`src/design/sfs_pkg.sv`:
```
// Package for the sprite frame sequencer: field widths, operation codes,
// register indexes and the sequencer state type.
// No dependencies; sfs_if and sprite_frame_sequencer use it by scoped names.
package sfs_pkg;

   localparam int OP_W        = 3;
   localparam int FIELD_W     = 24;
   localparam int INDEX_OUT_W = 6;
   localparam int MIN_W       = 20;
   localparam int CSR_INDEX_W = 1;
   localparam int CSR_DATA_W  = 20;

   localparam logic [MIN_W-1:0] MIN_RESET = 20'd1000;

   localparam logic [CSR_INDEX_W-1:0] CSR_LOOP_ENABLED = 1'd0;
   localparam logic [CSR_INDEX_W-1:0] CSR_MIN_DURATION = 1'd1;

   typedef enum logic [OP_W-1:0] {
      OP_TICK         = 3'd0,
      OP_PLAY         = 3'd1,
      OP_PLAY_RESTART = 3'd2,
      OP_PAUSE        = 3'd3,
      OP_STOP         = 3'd4,
      OP_ADD_FRAME    = 3'd5,
      OP_SET_ALL      = 3'd6
   } op_type;

   typedef enum logic [2:0] {
      ST_IDLE,
      ST_TICK_ADD,
      ST_CMP,
      ST_WRAP,
      ST_MOD,
      ST_SWEEP,
      ST_APPEND,
      ST_DONE
   } state_type;

endpackage

```
`src/design/sfs_if.sv`:
```
// Valid/ready channel interfaces of the sprite frame sequencer.
// Depends on sfs_pkg for the field widths.
interface sfs_req_if;
   logic                          valid;
   logic                          ready;
   logic [sfs_pkg::OP_W-1:0]      op;
   logic [sfs_pkg::FIELD_W-1:0]   delta_time;
   logic [sfs_pkg::FIELD_W-1:0]   duration;

   modport source (output valid, output op, output delta_time, output duration,
                   input ready);
   modport sink (input valid, input op, input delta_time, input duration,
                 output ready);
endinterface

interface sfs_rsp_if;
   logic                            valid;
   logic                            ready;
   logic [sfs_pkg::INDEX_OUT_W-1:0] frame_index;
   logic                            playing;
   logic                            finished;
   logic                            has_frames;
   logic                            rejected;

   modport source (output valid, output frame_index, output playing,
                   output finished, output has_frames, output rejected,
                   input ready);
   modport sink (input valid, input frame_index, input playing,
                 input finished, input has_frames, input rejected,
                 output ready);
endinterface

```
`src/design/sprite_frame_sequencer.sv`:
```
// Sprite frame sequencer: a table of per-frame durations in microseconds,
// stepped by tick words; one status word out for every request word in.
// Depends on sfs_pkg, sfs_if, sfs_ram and sfs_addsub.
//
// Usage: req_if carries op, delta_time and duration; rsp_if returns the
// frame index and status flags. csr_* writes loop_enabled (index 0) and
// min_duration (index 1); the user writes them only while the block is
// idle, which the block does not enforce. Play, pause, stop, unused codes,
// refused or empty operations and zero, paused or empty ticks go straight
// to the status word; add frame writes one entry; set all rewrites every
// stored entry. Other ticks add delta_time, step over each frame boundary
// crossed, wrap in looping mode, and reduce elapsed time of a whole
// sequence or more by a bit-serial remainder. Time and duration arithmetic
// uses the one shared add/subtract unit; the table is read one entry a cycle.
// One request word is in flight at a time: req_if.ready is high only
// while idle, and a new word may be taken while the previous status word
// still waits on rsp_if. A stalled receiver holds the next item at its end.
// Reset empties the table, stops playback and loads min_duration 1000.
module sprite_frame_sequencer #(
   parameter int MAX_FRAMES = 64,
   parameter int TIME_WIDTH = 24
) (
   input  logic                             clock,
   input  logic                             reset,
   sfs_req_if.sink                          req_if,
   sfs_rsp_if.source                        rsp_if,
   input  logic                             csr_wr_en,
   input  logic [sfs_pkg::CSR_INDEX_W-1:0]  csr_index,
   input  logic [sfs_pkg::CSR_DATA_W-1:0]   csr_wdata
);

   localparam int IW   = (MAX_FRAMES > 1) ? $clog2(MAX_FRAMES) : 1;
   localparam int CW   = $clog2(MAX_FRAMES + 1);
   localparam int DURW = (TIME_WIDTH > sfs_pkg::MIN_W) ? TIME_WIDTH : sfs_pkg::MIN_W;
   localparam int ETW  = ((DURW > sfs_pkg::FIELD_W) ? DURW : sfs_pkg::FIELD_W) + 1;
   localparam int SW   = DURW + CW;
   localparam int W    = (SW + 1 > ETW) ? SW + 1 : ETW;
   localparam int MCW  = $clog2(ETW + 1);

   sfs_pkg::state_type state_ff, state_in;

   logic [IW-1:0]                   idx_ff, idx_in;
   logic [CW-1:0]                   total_ff, total_in;
   logic [ETW-1:0]                  elapsed_ff, elapsed_in;
   logic [SW-1:0]                   sum_ff, sum_in;
   logic [SW-1:0]                   rem_ff, rem_in;
   logic [MCW-1:0]                  mod_cnt_ff, mod_cnt_in;
   logic [IW-1:0]                   sweep_ff, sweep_in;
   logic                            playing_ff, playing_in;
   logic                            finished_ff, finished_in;
   logic                            rej_ff, rej_in;
   logic [sfs_pkg::FIELD_W-1:0]     delta_ff, delta_in;
   logic [sfs_pkg::FIELD_W-1:0]     dur_ff, dur_in;
   logic                            loop_ff;
   logic [sfs_pkg::MIN_W-1:0]       min_ff;
   logic                            rsp_valid_ff, rsp_valid_in;
   logic [sfs_pkg::INDEX_OUT_W-1:0] rsp_index_ff;
   logic                            rsp_playing_ff;
   logic                            rsp_finished_ff;
   logic                            rsp_has_ff;
   logic                            rsp_rej_ff;

   logic                            req_accept;
   logic                            rsp_load;
   logic                            has_next;
   logic                            last_sweep;
   logic                            table_full;
   logic                            tick_live;
   logic [sfs_pkg::MIN_W-1:0]       min_eff;
   logic [DURW-1:0]                 dur_tw;
   logic [DURW-1:0]                 clamp_d;
   logic [SW:0]                     mod_t;
   logic [SW-1:0]                   rem_next;

   logic [W-1:0]                    alu_a, alu_b, alu_res;
   logic                            alu_sub, alu_carry;

   logic                            ram_we;
   logic [IW-1:0]                   ram_waddr;
   logic [DURW-1:0]                 ram_rdata;

   assign req_if.ready = (state_ff == sfs_pkg::ST_IDLE);
   assign req_accept   = req_if.valid && req_if.ready;
   assign rsp_load     = (state_ff == sfs_pkg::ST_DONE) && (!rsp_valid_ff || rsp_if.ready);

   assign has_next   = ((CW+1)'(idx_ff) + (CW+1)'(1)) < (CW+1)'(total_ff);
   assign last_sweep = ((CW+1)'(sweep_ff) + (CW+1)'(1)) == (CW+1)'(total_ff);
   assign table_full = total_ff >= CW'(MAX_FRAMES);
   assign tick_live  = playing_ff && (total_ff != '0) && (req_if.delta_time != '0);

   assign min_eff = (min_ff == '0) ? sfs_pkg::MIN_W'(1) : min_ff;
   assign dur_tw  = DURW'(TIME_WIDTH'(dur_ff));
   assign clamp_d = (dur_tw < DURW'(min_eff)) ? DURW'(min_eff) : dur_tw;

   assign mod_t    = {rem_ff, elapsed_ff[ETW-1]};
   assign rem_next = alu_carry ? SW'(alu_res) : SW'(mod_t);

   sfs_addsub #(.W(W)) u_alu (
      .a     (alu_a),
      .b     (alu_b),
      .sub   (alu_sub),
      .res   (alu_res),
      .carry (alu_carry)
   );

   sfs_ram #(.WIDTH(DURW), .DEPTH(MAX_FRAMES)) u_table (
      .clock   (clock),
      .wr_en   (ram_we),
      .wr_addr (ram_waddr),
      .wr_data (clamp_d),
      .rd_addr (idx_in),
      .rd_data (ram_rdata)
   );

   always_comb begin
      alu_a   = '0;
      alu_b   = '0;
      alu_sub = 1'b0;
      unique case (state_ff)
         sfs_pkg::ST_TICK_ADD: begin
            alu_a = W'(elapsed_ff);
            alu_b = W'(delta_ff);
         end
         sfs_pkg::ST_CMP: begin
            alu_a   = W'(elapsed_ff);
            alu_b   = W'(ram_rdata);
            alu_sub = 1'b1;
         end
         sfs_pkg::ST_WRAP: begin
            alu_a   = W'(elapsed_ff);
            alu_b   = W'(sum_ff);
            alu_sub = 1'b1;
         end
         sfs_pkg::ST_MOD: begin
            alu_a   = W'(mod_t);
            alu_b   = W'(sum_ff);
            alu_sub = 1'b1;
         end
         sfs_pkg::ST_SWEEP, sfs_pkg::ST_APPEND: begin
            alu_a = W'(sum_ff);
            alu_b = W'(clamp_d);
         end
         default: begin
            alu_a = '0;
         end
      endcase
   end

   always_comb begin
      state_in = state_ff;
      unique case (state_ff)
         sfs_pkg::ST_IDLE: begin
            if (req_accept) begin
               unique case (sfs_pkg::op_type'(req_if.op))
                  sfs_pkg::OP_TICK:
                     state_in = tick_live ? sfs_pkg::ST_TICK_ADD : sfs_pkg::ST_DONE;
                  sfs_pkg::OP_ADD_FRAME:
                     state_in = table_full ? sfs_pkg::ST_DONE : sfs_pkg::ST_APPEND;
                  sfs_pkg::OP_SET_ALL:
                     state_in = (total_ff != '0) ? sfs_pkg::ST_SWEEP : sfs_pkg::ST_DONE;
                  default:
                     state_in = sfs_pkg::ST_DONE;
               endcase
            end
         end
         sfs_pkg::ST_TICK_ADD: state_in = sfs_pkg::ST_CMP;
         sfs_pkg::ST_CMP: begin
            priority if (!alu_carry) begin
               state_in = sfs_pkg::ST_DONE;
            end else if (has_next) begin
               state_in = sfs_pkg::ST_CMP;
            end else if (loop_ff) begin
               state_in = sfs_pkg::ST_WRAP;
            end else begin
               state_in = sfs_pkg::ST_DONE;
            end
         end
         sfs_pkg::ST_WRAP: state_in = alu_carry ? sfs_pkg::ST_MOD : sfs_pkg::ST_CMP;
         sfs_pkg::ST_MOD: begin
            if (mod_cnt_ff == MCW'(ETW - 1)) begin
               state_in = sfs_pkg::ST_CMP;
            end
         end
         sfs_pkg::ST_SWEEP: begin
            if (last_sweep) begin
               state_in = sfs_pkg::ST_DONE;
            end
         end
         sfs_pkg::ST_APPEND: state_in = sfs_pkg::ST_DONE;
         sfs_pkg::ST_DONE: begin
            if (rsp_load) begin
               state_in = sfs_pkg::ST_IDLE;
            end
         end
         default: state_in = sfs_pkg::ST_IDLE;
      endcase
   end

   always_comb begin
      idx_in      = idx_ff;
      total_in    = total_ff;
      elapsed_in  = elapsed_ff;
      sum_in      = sum_ff;
      rem_in      = rem_ff;
      mod_cnt_in  = mod_cnt_ff;
      sweep_in    = sweep_ff;
      playing_in  = playing_ff;
      finished_in = finished_ff;
      rej_in      = rej_ff;
      delta_in    = delta_ff;
      dur_in      = dur_ff;
      ram_we      = 1'b0;
      ram_waddr   = IW'(total_ff);
      unique case (state_ff)
         sfs_pkg::ST_IDLE: begin
            if (req_accept) begin
               rej_in   = 1'b0;
               delta_in = req_if.delta_time;
               dur_in   = req_if.duration;
               unique case (sfs_pkg::op_type'(req_if.op))
                  sfs_pkg::OP_PLAY: begin
                     playing_in  = 1'b1;
                     finished_in = 1'b0;
                  end
                  sfs_pkg::OP_PLAY_RESTART: begin
                     idx_in      = '0;
                     elapsed_in  = '0;
                     playing_in  = 1'b1;
                     finished_in = 1'b0;
                  end
                  sfs_pkg::OP_PAUSE: playing_in = 1'b0;
                  sfs_pkg::OP_STOP: begin
                     idx_in      = '0;
                     elapsed_in  = '0;
                     playing_in  = 1'b0;
                     finished_in = 1'b0;
                  end
                  sfs_pkg::OP_ADD_FRAME: rej_in = table_full;
                  sfs_pkg::OP_SET_ALL: begin
                     sweep_in = '0;
                     if (total_ff != '0) begin
                        sum_in = '0;
                     end
                  end
                  default: rej_in = 1'b0;
               endcase
            end
         end
         sfs_pkg::ST_TICK_ADD: elapsed_in = ETW'(alu_res);
         sfs_pkg::ST_CMP: begin
            if (alu_carry) begin
               elapsed_in = ETW'(alu_res);
               priority if (has_next) begin
                  idx_in = idx_ff + IW'(1);
               end else if (loop_ff) begin
                  idx_in = '0;
               end else begin
                  elapsed_in  = '0;
                  playing_in  = 1'b0;
                  finished_in = 1'b1;
               end
            end
         end
         sfs_pkg::ST_WRAP: begin
            rem_in     = '0;
            mod_cnt_in = '0;
         end
         sfs_pkg::ST_MOD: begin
            rem_in     = rem_next;
            mod_cnt_in = mod_cnt_ff + MCW'(1);
            elapsed_in = elapsed_ff << 1;
            if (mod_cnt_ff == MCW'(ETW - 1)) begin
               elapsed_in = ETW'(rem_next);
            end
         end
         sfs_pkg::ST_SWEEP: begin
            ram_we    = 1'b1;
            ram_waddr = sweep_ff;
            sum_in    = SW'(alu_res);
            sweep_in  = sweep_ff + IW'(1);
         end
         sfs_pkg::ST_APPEND: begin
            ram_we   = 1'b1;
            sum_in   = SW'(alu_res);
            total_in = total_ff + CW'(1);
            if (total_ff == '0) begin
               idx_in      = '0;
               elapsed_in  = '0;
               finished_in = 1'b0;
            end
         end
         default: begin
            ram_we = 1'b0;
         end
      endcase
   end

   assign rsp_valid_in = (rsp_valid_ff && !rsp_if.ready) || rsp_load;

   always_ff @(posedge clock) begin
      if (reset) begin
         state_ff     <= sfs_pkg::ST_IDLE;
         idx_ff       <= '0;
         total_ff     <= '0;
         elapsed_ff   <= '0;
         sum_ff       <= '0;
         playing_ff   <= 1'b0;
         finished_ff  <= 1'b0;
         rej_ff       <= 1'b0;
         loop_ff      <= 1'b0;
         min_ff       <= sfs_pkg::MIN_RESET;
         rsp_valid_ff <= 1'b0;
      end else begin
         state_ff     <= state_in;
         idx_ff       <= idx_in;
         total_ff     <= total_in;
         elapsed_ff   <= elapsed_in;
         sum_ff       <= sum_in;
         playing_ff   <= playing_in;
         finished_ff  <= finished_in;
         rej_ff       <= rej_in;
         rsp_valid_ff <= rsp_valid_in;
         if (csr_wr_en && (csr_index == sfs_pkg::CSR_LOOP_ENABLED)) begin
            loop_ff <= csr_wdata[0];
         end
         if (csr_wr_en && (csr_index == sfs_pkg::CSR_MIN_DURATION)) begin
            min_ff <= csr_wdata;
         end
      end
   end

   always_ff @(posedge clock) begin
      rem_ff     <= rem_in;
      mod_cnt_ff <= mod_cnt_in;
      sweep_ff   <= sweep_in;
      delta_ff   <= delta_in;
      dur_ff     <= dur_in;
      if (rsp_load) begin
         rsp_index_ff    <= sfs_pkg::INDEX_OUT_W'(idx_ff);
         rsp_playing_ff  <= playing_ff;
         rsp_finished_ff <= finished_ff;
         rsp_has_ff      <= (total_ff != '0);
         rsp_rej_ff      <= rej_ff;
      end
   end

   assign rsp_if.valid       = rsp_valid_ff;
   assign rsp_if.frame_index = rsp_index_ff;
   assign rsp_if.playing     = rsp_playing_ff;
   assign rsp_if.finished    = rsp_finished_ff;
   assign rsp_if.has_frames  = rsp_has_ff;
   assign rsp_if.rejected    = rsp_rej_ff;

   a_idx_in_table: assert property (@(posedge clock) disable iff (reset)
      (total_ff != '0) |-> ((CW+1)'(idx_ff) < (CW+1)'(total_ff)))
      else $error("frame index beyond stored frames");

   a_total_bound: assert property (@(posedge clock) disable iff (reset)
      total_ff <= CW'(MAX_FRAMES))
      else $error("frame total beyond table depth");

   a_play_fin_excl: assert property (@(posedge clock) disable iff (reset)
      !(playing_ff && finished_ff))
      else $error("playing and finished both set");

   a_one_in_flight: assert property (@(posedge clock) disable iff (reset)
      req_accept |=> !req_if.ready)
      else $error("request taken while a word is in flight");

endmodule

```
`src/design/sfs_ram.sv`:
```
// Generic single-write, single-read RAM with registered read data.
// No dependencies.
module sfs_ram #(
   parameter int WIDTH = 8,
   parameter int DEPTH = 16,
   localparam int AW = (DEPTH > 1) ? $clog2(DEPTH) : 1
) (
   input  logic             clock,
   input  logic             wr_en,
   input  logic [AW-1:0]    wr_addr,
   input  logic [WIDTH-1:0] wr_data,
   input  logic [AW-1:0]    rd_addr,
   output logic [WIDTH-1:0] rd_data
);

   logic [WIDTH-1:0] mem [DEPTH];
   logic [WIDTH-1:0] rd_data_ff;

   always_ff @(posedge clock) begin
      if (wr_en) begin
         mem[wr_addr] <= wr_data;
      end
      rd_data_ff <= mem[rd_addr];
   end

   assign rd_data = rd_data_ff;

endmodule

```
`src/design/sfs_addsub.sv`:
```
// Shared add/subtract unit of the sprite frame sequencer.
// Carry out high on a subtract means no borrow. No dependencies.
module sfs_addsub #(
   parameter int W = 32
) (
   input  logic [W-1:0] a,
   input  logic [W-1:0] b,
   input  logic         sub,
   output logic [W-1:0] res,
   output logic         carry
);

   logic [W-1:0] b_eff;

   assign b_eff = sub ? ~b : b;
   assign {carry, res} = {1'b0, a} + {1'b0, b_eff} + (W+1)'(sub);

endmodule
```
`src/flat_wrapper.sv`:
```
// flat-port wrapper written by rule: the top's interface ports become plain ports
module sprite_frame_sequencer_flat 
#(
   parameter int MAX_FRAMES = 64,
   parameter int TIME_WIDTH = 24
)
  (clock, reset, csr_wr_en, csr_index, csr_wdata, req_if_valid, req_if_op, req_if_delta_time, req_if_duration, req_if_ready, rsp_if_valid, rsp_if_frame_index, rsp_if_playing, rsp_if_finished, rsp_if_has_frames, rsp_if_rejected, rsp_if_ready);
  sfs_req_if req_if_i ();
  sfs_rsp_if rsp_if_i ();
  input  logic clock;
  input  logic reset;
  input  logic csr_wr_en;
  input  logic [sfs_pkg::CSR_INDEX_W-1:0] csr_index;
  input  logic [sfs_pkg::CSR_DATA_W-1:0] csr_wdata;
  input wire logic [$bits(req_if_i.valid)-1:0] req_if_valid;
  input wire logic [$bits(req_if_i.op)-1:0] req_if_op;
  input wire logic [$bits(req_if_i.delta_time)-1:0] req_if_delta_time;
  input wire logic [$bits(req_if_i.duration)-1:0] req_if_duration;
  output wire logic [$bits(req_if_i.ready)-1:0] req_if_ready;
  output wire logic [$bits(rsp_if_i.valid)-1:0] rsp_if_valid;
  output wire logic [$bits(rsp_if_i.frame_index)-1:0] rsp_if_frame_index;
  output wire logic [$bits(rsp_if_i.playing)-1:0] rsp_if_playing;
  output wire logic [$bits(rsp_if_i.finished)-1:0] rsp_if_finished;
  output wire logic [$bits(rsp_if_i.has_frames)-1:0] rsp_if_has_frames;
  output wire logic [$bits(rsp_if_i.rejected)-1:0] rsp_if_rejected;
  input wire logic [$bits(rsp_if_i.ready)-1:0] rsp_if_ready;
  assign req_if_i.valid = req_if_valid;
  assign req_if_i.op = req_if_op;
  assign req_if_i.delta_time = req_if_delta_time;
  assign req_if_i.duration = req_if_duration;
  assign req_if_ready = req_if_i.ready;
  assign rsp_if_valid = rsp_if_i.valid;
  assign rsp_if_frame_index = rsp_if_i.frame_index;
  assign rsp_if_playing = rsp_if_i.playing;
  assign rsp_if_finished = rsp_if_i.finished;
  assign rsp_if_has_frames = rsp_if_i.has_frames;
  assign rsp_if_rejected = rsp_if_i.rejected;
  assign rsp_if_i.ready = rsp_if_ready;
  sprite_frame_sequencer #(.MAX_FRAMES(MAX_FRAMES), .TIME_WIDTH(TIME_WIDTH)) u_core (.clock(clock), .reset(reset), .req_if(req_if_i), .rsp_if(rsp_if_i), .csr_wr_en(csr_wr_en), .csr_index(csr_index), .csr_wdata(csr_wdata));
endmodule
```
`config.mk`:
```
export PLATFORM = sky130hd
export DESIGN_NAME = sprite_frame_sequencer_flat
export DESIGN_NICKNAME = d
export VERILOG_FILES = /design/src/design/sfs_pkg.sv /design/src/design/sfs_if.sv /design/src/design/sprite_frame_sequencer.sv /design/src/design/sfs_ram.sv /design/src/design/sfs_addsub.sv /design/src/flat_wrapper.sv
export SDC_FILE = /design/constraint.sdc
export NUM_CORES = 2
export LEC_CHECK = 0
export BUFFER_PORTS_ARGS = -buffer_cell sky130_fd_sc_hd__buf_4
export CORE_MARGIN = 2
export CORE_UTILIZATION = 57
export DETAILED_ROUTE_END_ITERATION = 8
export GPL_ROUTABILITY_DRIVEN = 0
export PLACE_DENSITY = 0.81
export SETUP_SLACK_MARGIN = 0.05
export SYNTH_ARGS = -nofsm -noshare
export SYNTH_HDL_FRONTEND = slang
export SYNTH_SLANG_ARGS = --single-unit
export TNS_END_PERCENT = 1
```
`constraint.sdc`:
```
create_clock -name clock -period 8 [get_ports clock]
set_clock_uncertainty 0.15 [all_clocks]
set_input_delay 0.8 -clock clock [delete_from_list [all_inputs] [get_ports clock]]
set_output_delay 0.8 -clock clock [all_outputs]
set_load 0.01 [all_outputs]
```
### After elaboration in Yosys (flattened, before gate mapping)

Memory sizes are Yosys's and may differ from the RTL's. A register that Yosys moved wholly into a read port is not among the register bits.
Index checks and enable logic that the tools add are counted.

| storage, ports and cells | value |
|---|---|
| RAM bits | 1536 |
| output and inout port bits | 12 |
| memories kept | 1 |
| input bits | 77 |
| register bits after elaboration | 197 |
| logic and storage cells | 163 |

| operators by class | value |
|---|---|
| mux-type cells | 62 |
| order comparisons | 3 |
| add/subtract/negate cells | 8 |
| reduce and logical (&&, ||, !) cells | 38 |
| eq/ne operators | 28 |
| bitwise logic cells | 2 |

Memories:

| name | words | width | read ports | clocked after memory_dff | write ports | RTL line | source |
|---|---|---|---|---|---|---|---|
| u_core.u_table.mem | 64 | 24 | 1 | 1 | 1 | sfs_ram.sv:16 | `logic [WIDTH-1:0] mem [DEPTH];` |

Operators with widths:

| operator | count |
|---|---|
| $mux 25 | 7 |
| $pmux 25 s5 | 1 |
| $mux 31 | 4 |
| $pmux 31 s2 | 2 |
| $pmux 31 s4 | 1 |
| $pmux 32 s3 | 1 |
| $mux 6 | 9 |
| $add 32x32->33 | 1 |
| $add 33x1->33 | 1 |
| $mux 32 | 1 |
| $not 31->32 | 1 |
| $mux 3 | 9 |
| $lt 24x20->1 | 1 |
| $mux 24 | 1 |
| $pmux 3 s8 | 1 |
| $reduce_bool 24->1 | 1 |
| $eq 3x3->1 const B | 7 |
| $logic_not 20->1 | 1 |
| $mux 20 | 1 |
| $pmux 6 s3 | 1 |
| $mux 1 | 16 |
| $add 6x1->7 const B | 2 |
| $ne 2x2->1 const B | 7 |
| $add 6x1->6 const B | 2 |
| other kinds (34) | 62 |

### Logic depth before layout (Yosys ltp)

| logic depth | value |
|---|---|
| depth in word-level cells | 13 |
| depth in mapped cells | 33 |

### Cells and area by module

A second synthesis with hierarchy kept.

| second synthesis, totals | value |
|---|---|
| cell total of the unflattened synthesis | 4149 |
| area total of the unflattened synthesis | 72395.7 sq um |

By module, submodules not included:

| module | sequential area each (sq um) | area an instance (sq um) | cells each | instances |
|---|---|---|---|---|
| sfs_ram | 46604.7 | 59295.6 | 2610 | 1 |
| sprite_frame_sequencer | 4944.7 | 10999.3 | 1239 | 1 |
| sfs_addsub | 0.0 | 2100.8 | 300 | 1 |

### Worst setup path before layout

Ideal clock, no wire load.

| timing | value |
|---|---|
| path type | reg-to-reg |
| from | register u_core.dur_ff[17] (netlist name) |
| to | register u_core.u_table.rd_data_ff[10] (netlist: u_core.u_table.rd_data[10]) (read register of u_core.u_table.mem) |
| cell stages (with the launch flop) | 25 |
| buffers on the path | 3 |
| library setup time | 0.064 ns |
| clock period less this slack | 8.375 ns |
| data arrival time | 8.161 ns |
| setup slack | -0.375 ns |
| required time | 7.786 ns |
| path through | edfxtp_1 > ha_1 > a21o_1 > a21o_1 > a211oi_1 > nand4_2 > clkbuf_1 > o21ai_0 > a221o_1 > xnor2_1 > fa_1 > nand2b_1 > a21o_1 > a21oi_2 > a31o_2 > a21oi_1 > o21a_2 > or3_1 > a31oi_1 > buf_2 > clkbuf_1 > mux4_2 > a22o_1 > a211o_1 > nand4_1 |

| on the way | value |
|---|---|
| longest elaborated chain between the ends | 9 |

RTL lines:

| item | RTL line | source |
|---|---|---|
| start, declared | sprite_frame_sequencer.sv:53 | `logic [sfs_pkg::FIELD_W-1:0] dur_ff, dur_in;` |
| start signal, assigned | sprite_frame_sequencer.sv:337 | `dur_ff <= dur_in;` |
| $lt 24x20->1 (*) | sprite_frame_sequencer.sv:93 | `assign clamp_d = (dur_tw < DURW'(min_eff)) ? DURW'(min_eff) : dur_tw;` |
| $mux 24 (*) | sprite_frame_sequencer.sv:93 |  |
| named net u_core.clamp_d[1] | sprite_frame_sequencer.sv:71 | `logic [DURW-1:0] clamp_d;` |
| $pmux 31 s4 (*) | sprite_frame_sequencer.sv:119 | `unique case (state_ff)` |
| $not 31->32 | sfs_addsub.sv:15 | `assign b_eff = sub ? ~b : b;` |
| $mux 32 (*) | sfs_addsub.sv:15 |  |
| $add 32x32->33 (*) | sfs_addsub.sv:16 | `assign {carry, res} = {1'b0, a} + {1'b0, b_eff} + (W+1)'(sub);` |
| $add 33x1->33 (*) | sfs_addsub.sv:16 |  |
| $mux 6 (*) | sprite_frame_sequencer.sv:251 | `if (alu_carry) begin` |
| $pmux 6 s3 (*) | sprite_frame_sequencer.sv:214 | `unique case (state_ff)` |
| end, declared | sfs_ram.sv:17 | `logic [WIDTH-1:0] rd_data_ff;` |

Mark *: on every way through the listed nets, which the timed path passes. The rest lies on a longest branch.
A chain may end at the register's enable or synchronous reset.

### Final worst setup path

| timing | value |
|---|---|
| from | register u_core.state_ff[0] |
| to | register u_core.u_table.rd_data_ff[11] (netlist: u_core.u_table.rd_data[11]) (read register of u_core.u_table.mem) |

| on the way | value |
|---|---|
| longest elaborated chain between the ends | 9 |

RTL lines:

| item | RTL line | source |
|---|---|---|
| start, declared | sprite_frame_sequencer.sv:40 | `sfs_pkg::state_type state_ff, state_in;` |
| start signal, assigned | sprite_frame_sequencer.sv:302 | `state_ff <= sfs_pkg::ST_IDLE;` |
| start signal, assigned | sprite_frame_sequencer.sv:314 | `state_ff <= state_in;` |
| $eq 3x3->1 (tied with other cells) | sprite_frame_sequencer.sv:119 |  |
| $reduce_or 2->1 (no line) | -- |  |
| $pmux 31 s4 | sprite_frame_sequencer.sv:119 |  |
| $not 31->32 | sfs_addsub.sv:15 |  |
| $mux 32 | sfs_addsub.sv:15 |  |
| $add 32x32->33 | sfs_addsub.sv:16 |  |
| $add 33x1->33 | sfs_addsub.sv:16 |  |
| $mux 6 | sprite_frame_sequencer.sv:251 |  |
| $pmux 6 s3 (*) | sprite_frame_sequencer.sv:214 |  |

Mark *: on every way between the ends. The rest lies on a longest branch, timed or not.

==> qor.yml <==
worst_setup_path:
  worst_r2r_path_depth: 21
  worst_path_max_delay_cell: "dfxtp_1"
  critical_path.reg2reg.startpoint: "u_core.state_ff[0]"
  worst-endpoint-required_ns: 8.54
  cells_along_the_critical_path: "nor3_2 -> a21oi_1 -> inv_2 -> nand2_1 -> o21ai_0 -> o21ai_1 -> nand2_1 -> fa_1 -> nand2b_1 -> a21o_1 -> a21oi_2 -> a31o_2 -> a21oi_1 -> o21a_2 -> or3_1 -> a31oi_4 -> nand2b_1 -> buf_4 -> o211ai_1 -> a211o_1 -> nand4_1"
  setup.worst_path.class: "flop to flop"
  setup.worst_path.start_class: "flop"
  worst-r2r-setup-slack_ns: 0.52
  cpLargestDelayFamily: "compound AO/OA/AOI/OAI gates"
  crit_path_max_incr_delay_ns: 0.80
  critical_path_arrival_ns: 8.02
  critical_path_buf_inv_count: 2
  r2r-end: "u_core.u_table.rd_data[11]"
  worstSetupEndpointType: "flop"
  crit_path_max_fo: 22
cells_and_area:
  fin_util_pct: 64.7
  n_fill_cell: 8326
  layout-area-overhead-vs-synth_pct: 12.4
  layout.cell_area.non_filler_um2: 81300
  drive_gt1_share_pct: 12.7
  nets: 5391
clock_network:
  cts.sinks: 1757
  clock_insertion_delay_worst_skew_ns: 0.82
  cts.path.max_buffers: 3
  cts_buffers: 168
  clockRootBuffer: "clkbuf_16"
  tritoncts: "done"
  cts_htree_levels: 4
  clk_transition_reported_paths_ns: 0.07
placement:
  place.port_buffers: 88
  dp_worst_setup_slack_ns: 0.516
  placedInstanceArea_um2: 75700
  dp_hpwl_um: 113000
sta:
  rsz0062_at_grt: "false"
  layout_worst_path_cycle_share_pct: 93.5
  postLayoutSetupSlackWorst_ns: 0.517
  maxSlewViolCount: 0
  setup-tns-final_ns: 0
  relSlewSlack_pct: 22.0
  timing_hold_violations_final: 0
  final.min_clock_period_ns: 7.48
  clock.fmax_mhz: 134
  tightest_pin_transition_ns: 1.17
  finalSetupViolCount: 0
drt:
  vias_per_cell: 6.69
  drtPass1Iterations: 9
  postRouteWirelength_um: 201000
  antenna_left: 0
  dr_total_vias: 47100
  drt-initial-drc-count: 8055
  drc: 0
  route.detailed.wl_per_inst_um: 28.5
synthesis:
  synth_most_common_cell: "edfxtp_1"
  synth.lib_cells_used.distinct: 82
  synth-seq-cells: 1757
  synth_sequential_area_ratio_pct: 71.3
  syn-mean-instance-area_um2: 14.1
  netlist_instances: 5129
  netlist_area_um2: 72300
  synth_area_leader_cell: "edfxtp_1"
  yosysTopAreaCellShare_pct: 67.9
  ys_warn_count: 0
  synth_edf_count: 1636
  synth_ff_type: "edfxtp_1"
  synth_commonest_cells: "edfxtp_1, nand2_1, mux2i_1, nand3_1, nor2_1"
  async_flop_share_pct: 0
  synth.net_count: 5269
  netlist_top_cells_area: "edfxtp_1, mux2i_1, nand2_1"
pwr:
  power_w: 0.0229
  vdd_drop_max_mv: 0.198
  power_density_nw_per_um2: 282
  total_leakage_power_nw: 27.2
run:
  drv.max_cap_violation_count: 0
die:
  die_height_um: 360
  core_ar_um2: 126000
  rows: 130
  start_util_pct: 57.5
  design.die.area_um2: 130000
  die_width_um: 360
  num_io_pins: 89
worst_hold_path:
  hold_path_startpoint: "req_if_duration[12]"
  timing.hold.worst_path_depth: 1
  hold_class: "input port to flop"
  hold_end: "u_core.dur_ff[12]"
run_status:
  run_status: "completed"
grt:
  first_global_vias: 45400
  maximum_number_of_pins_on_one_net_before_global_route_repair: 149
  grtUsageTotal_pct: 30.4
  grt_first_pass_wirelength_um: 292000
  antenna_found_initial: 8
  grt.overflow.total: 0
## stage by stage
step / instances / hold slack, ns
after detailed placement: 6724 / 0.271
final: 7047 / 0.0390
after floorplan: 5129 / 0.256
after global placement: 6724 / 0.266
after CTS: 7035 / 0.00736
after global routing: 7042 / 0.0246
## flip-flops by register name, indices dropped and copies added, names as in the netlist, 3 cells and up
| signal | flops |
|---|---|
| u_core.u_table.mem | 1536 |
| u_core.rem_ff | 31 |
| u_core.sum_ff | 31 |
| u_core.elapsed_ff | 25 |
| u_core.delta_ff | 24 |
| u_core.dur_ff | 24 |
| u_core.u_table.rd_data | 24 |
| u_core.min_ff | 20 |
| u_core.total_ff | 7 |
| u_core.idx_ff | 6 |
| u_core.rsp_if.frame_index | 6 |
| u_core.sweep_ff | 6 |
| u_core.mod_cnt_ff | 5 |
| u_core.state_ff | 3 |
## final cells by class
cell class	count	area, µm²	share of cell area [%]
Tap cell	1650	2060	2.54
Antenna cell	5	12.5	0.0154
Sequential cell	1757	51500	63.4
Timing Repair Buffer	264	2260	2.79
Clock inverter	97	1110	1.37
Multi-Input combinational cell	3012	19700	24.2
Inverter	48	180	0.222
Clock buffer	214	4430	5.45
## cells by family after synthesis
family	after synthesis	share of synthesized area, %
flops	1757	71.3
simple gates	1668	9.86
compound gates	736	7.30
mux	476	7.41
buf+inv	361	2.26
xor+xnor	68	0.823
fa+ha+maj	63	1.10
## per-layer routing
layer / wire, µm / up-vias / track usage (%)
li1: - / 19700 / -
met5: 58 / - / 0
met2: 91600 / 3720 / 47.0
met1: 70500 / 23100 / 40.2
met4: 10500 / 8 / 14.7
met3: 28500 / 590 / 8.18
## worst max path at each step
stage	startpoint	endpoint	slack, ns	depth (start not counted)
after global routing	u_core.state_ff[0]	u_core.u_table.rd_data[17]	0.22	21
after detailed placement	u_core.min_ff[17]	u_core.u_table.rd_data[17]	0.52	26
final	u_core.state_ff[0]	u_core.u_table.rd_data[11]	0.52	21
after floorplan	u_core.dur_ff[17]	u_core.u_table.rd_data[10]	0.62	24
after CTS	u_core.min_ff[6]	u_core.u_table.rd_data[17]	0.49	26
after global placement	u_core.min_ff[17]	u_core.u_table.rd_data[17]	0.62	26
## cells in the final DEF, fill, tap and decap left out, types with 7 or more instances in the layout
cell type and count:
a211o_1 25, a21boi_0 7, a21o_1 25, a21oi_1 114, a222oi_1 20, a22o_1 50
a22oi_1 67, a31oi_1 81, a32oi_1 142, and3_1 34, buf_12 21, buf_4 242
bufinv_16 14, clkbuf_1 42, clkbuf_16 169, clkinv_1 28, clkinv_16 8, clkinv_2 31
dfxtp_1 121, edfxtp_1 1636, ha_1 62, inv_1 45, mux2i_1 423, mux4_2 46
nand2_1 988, nand2b_1 21, nand3_1 256, nand4_1 78, nor2_1 151, nor2_2 67
nor2b_1 12, nor4_1 13, o211ai_1 30, o21ai_0 68, o21ai_1 10, o21ai_4 20
o22ai_1 17, xnor2_1 57, xor2_1 11
## what timing repair did
action / CTS / global route
setup buffers: 0 / 6
gates resized for setup: 0 / 1
endpoints found under the hold margin: 0 / 0
setup endpoints to repair: 0 / 2
hold buffers: 0 / 0
## where the power goes
group	switching, W	total, W	internal [W]
Clock	0.00353	0.00796	0.00443
Sequential	0.000238	0.0110	0.0108
Combinational	0.00274	0.00392	0.00117
(Power assumes the default switching activity.)
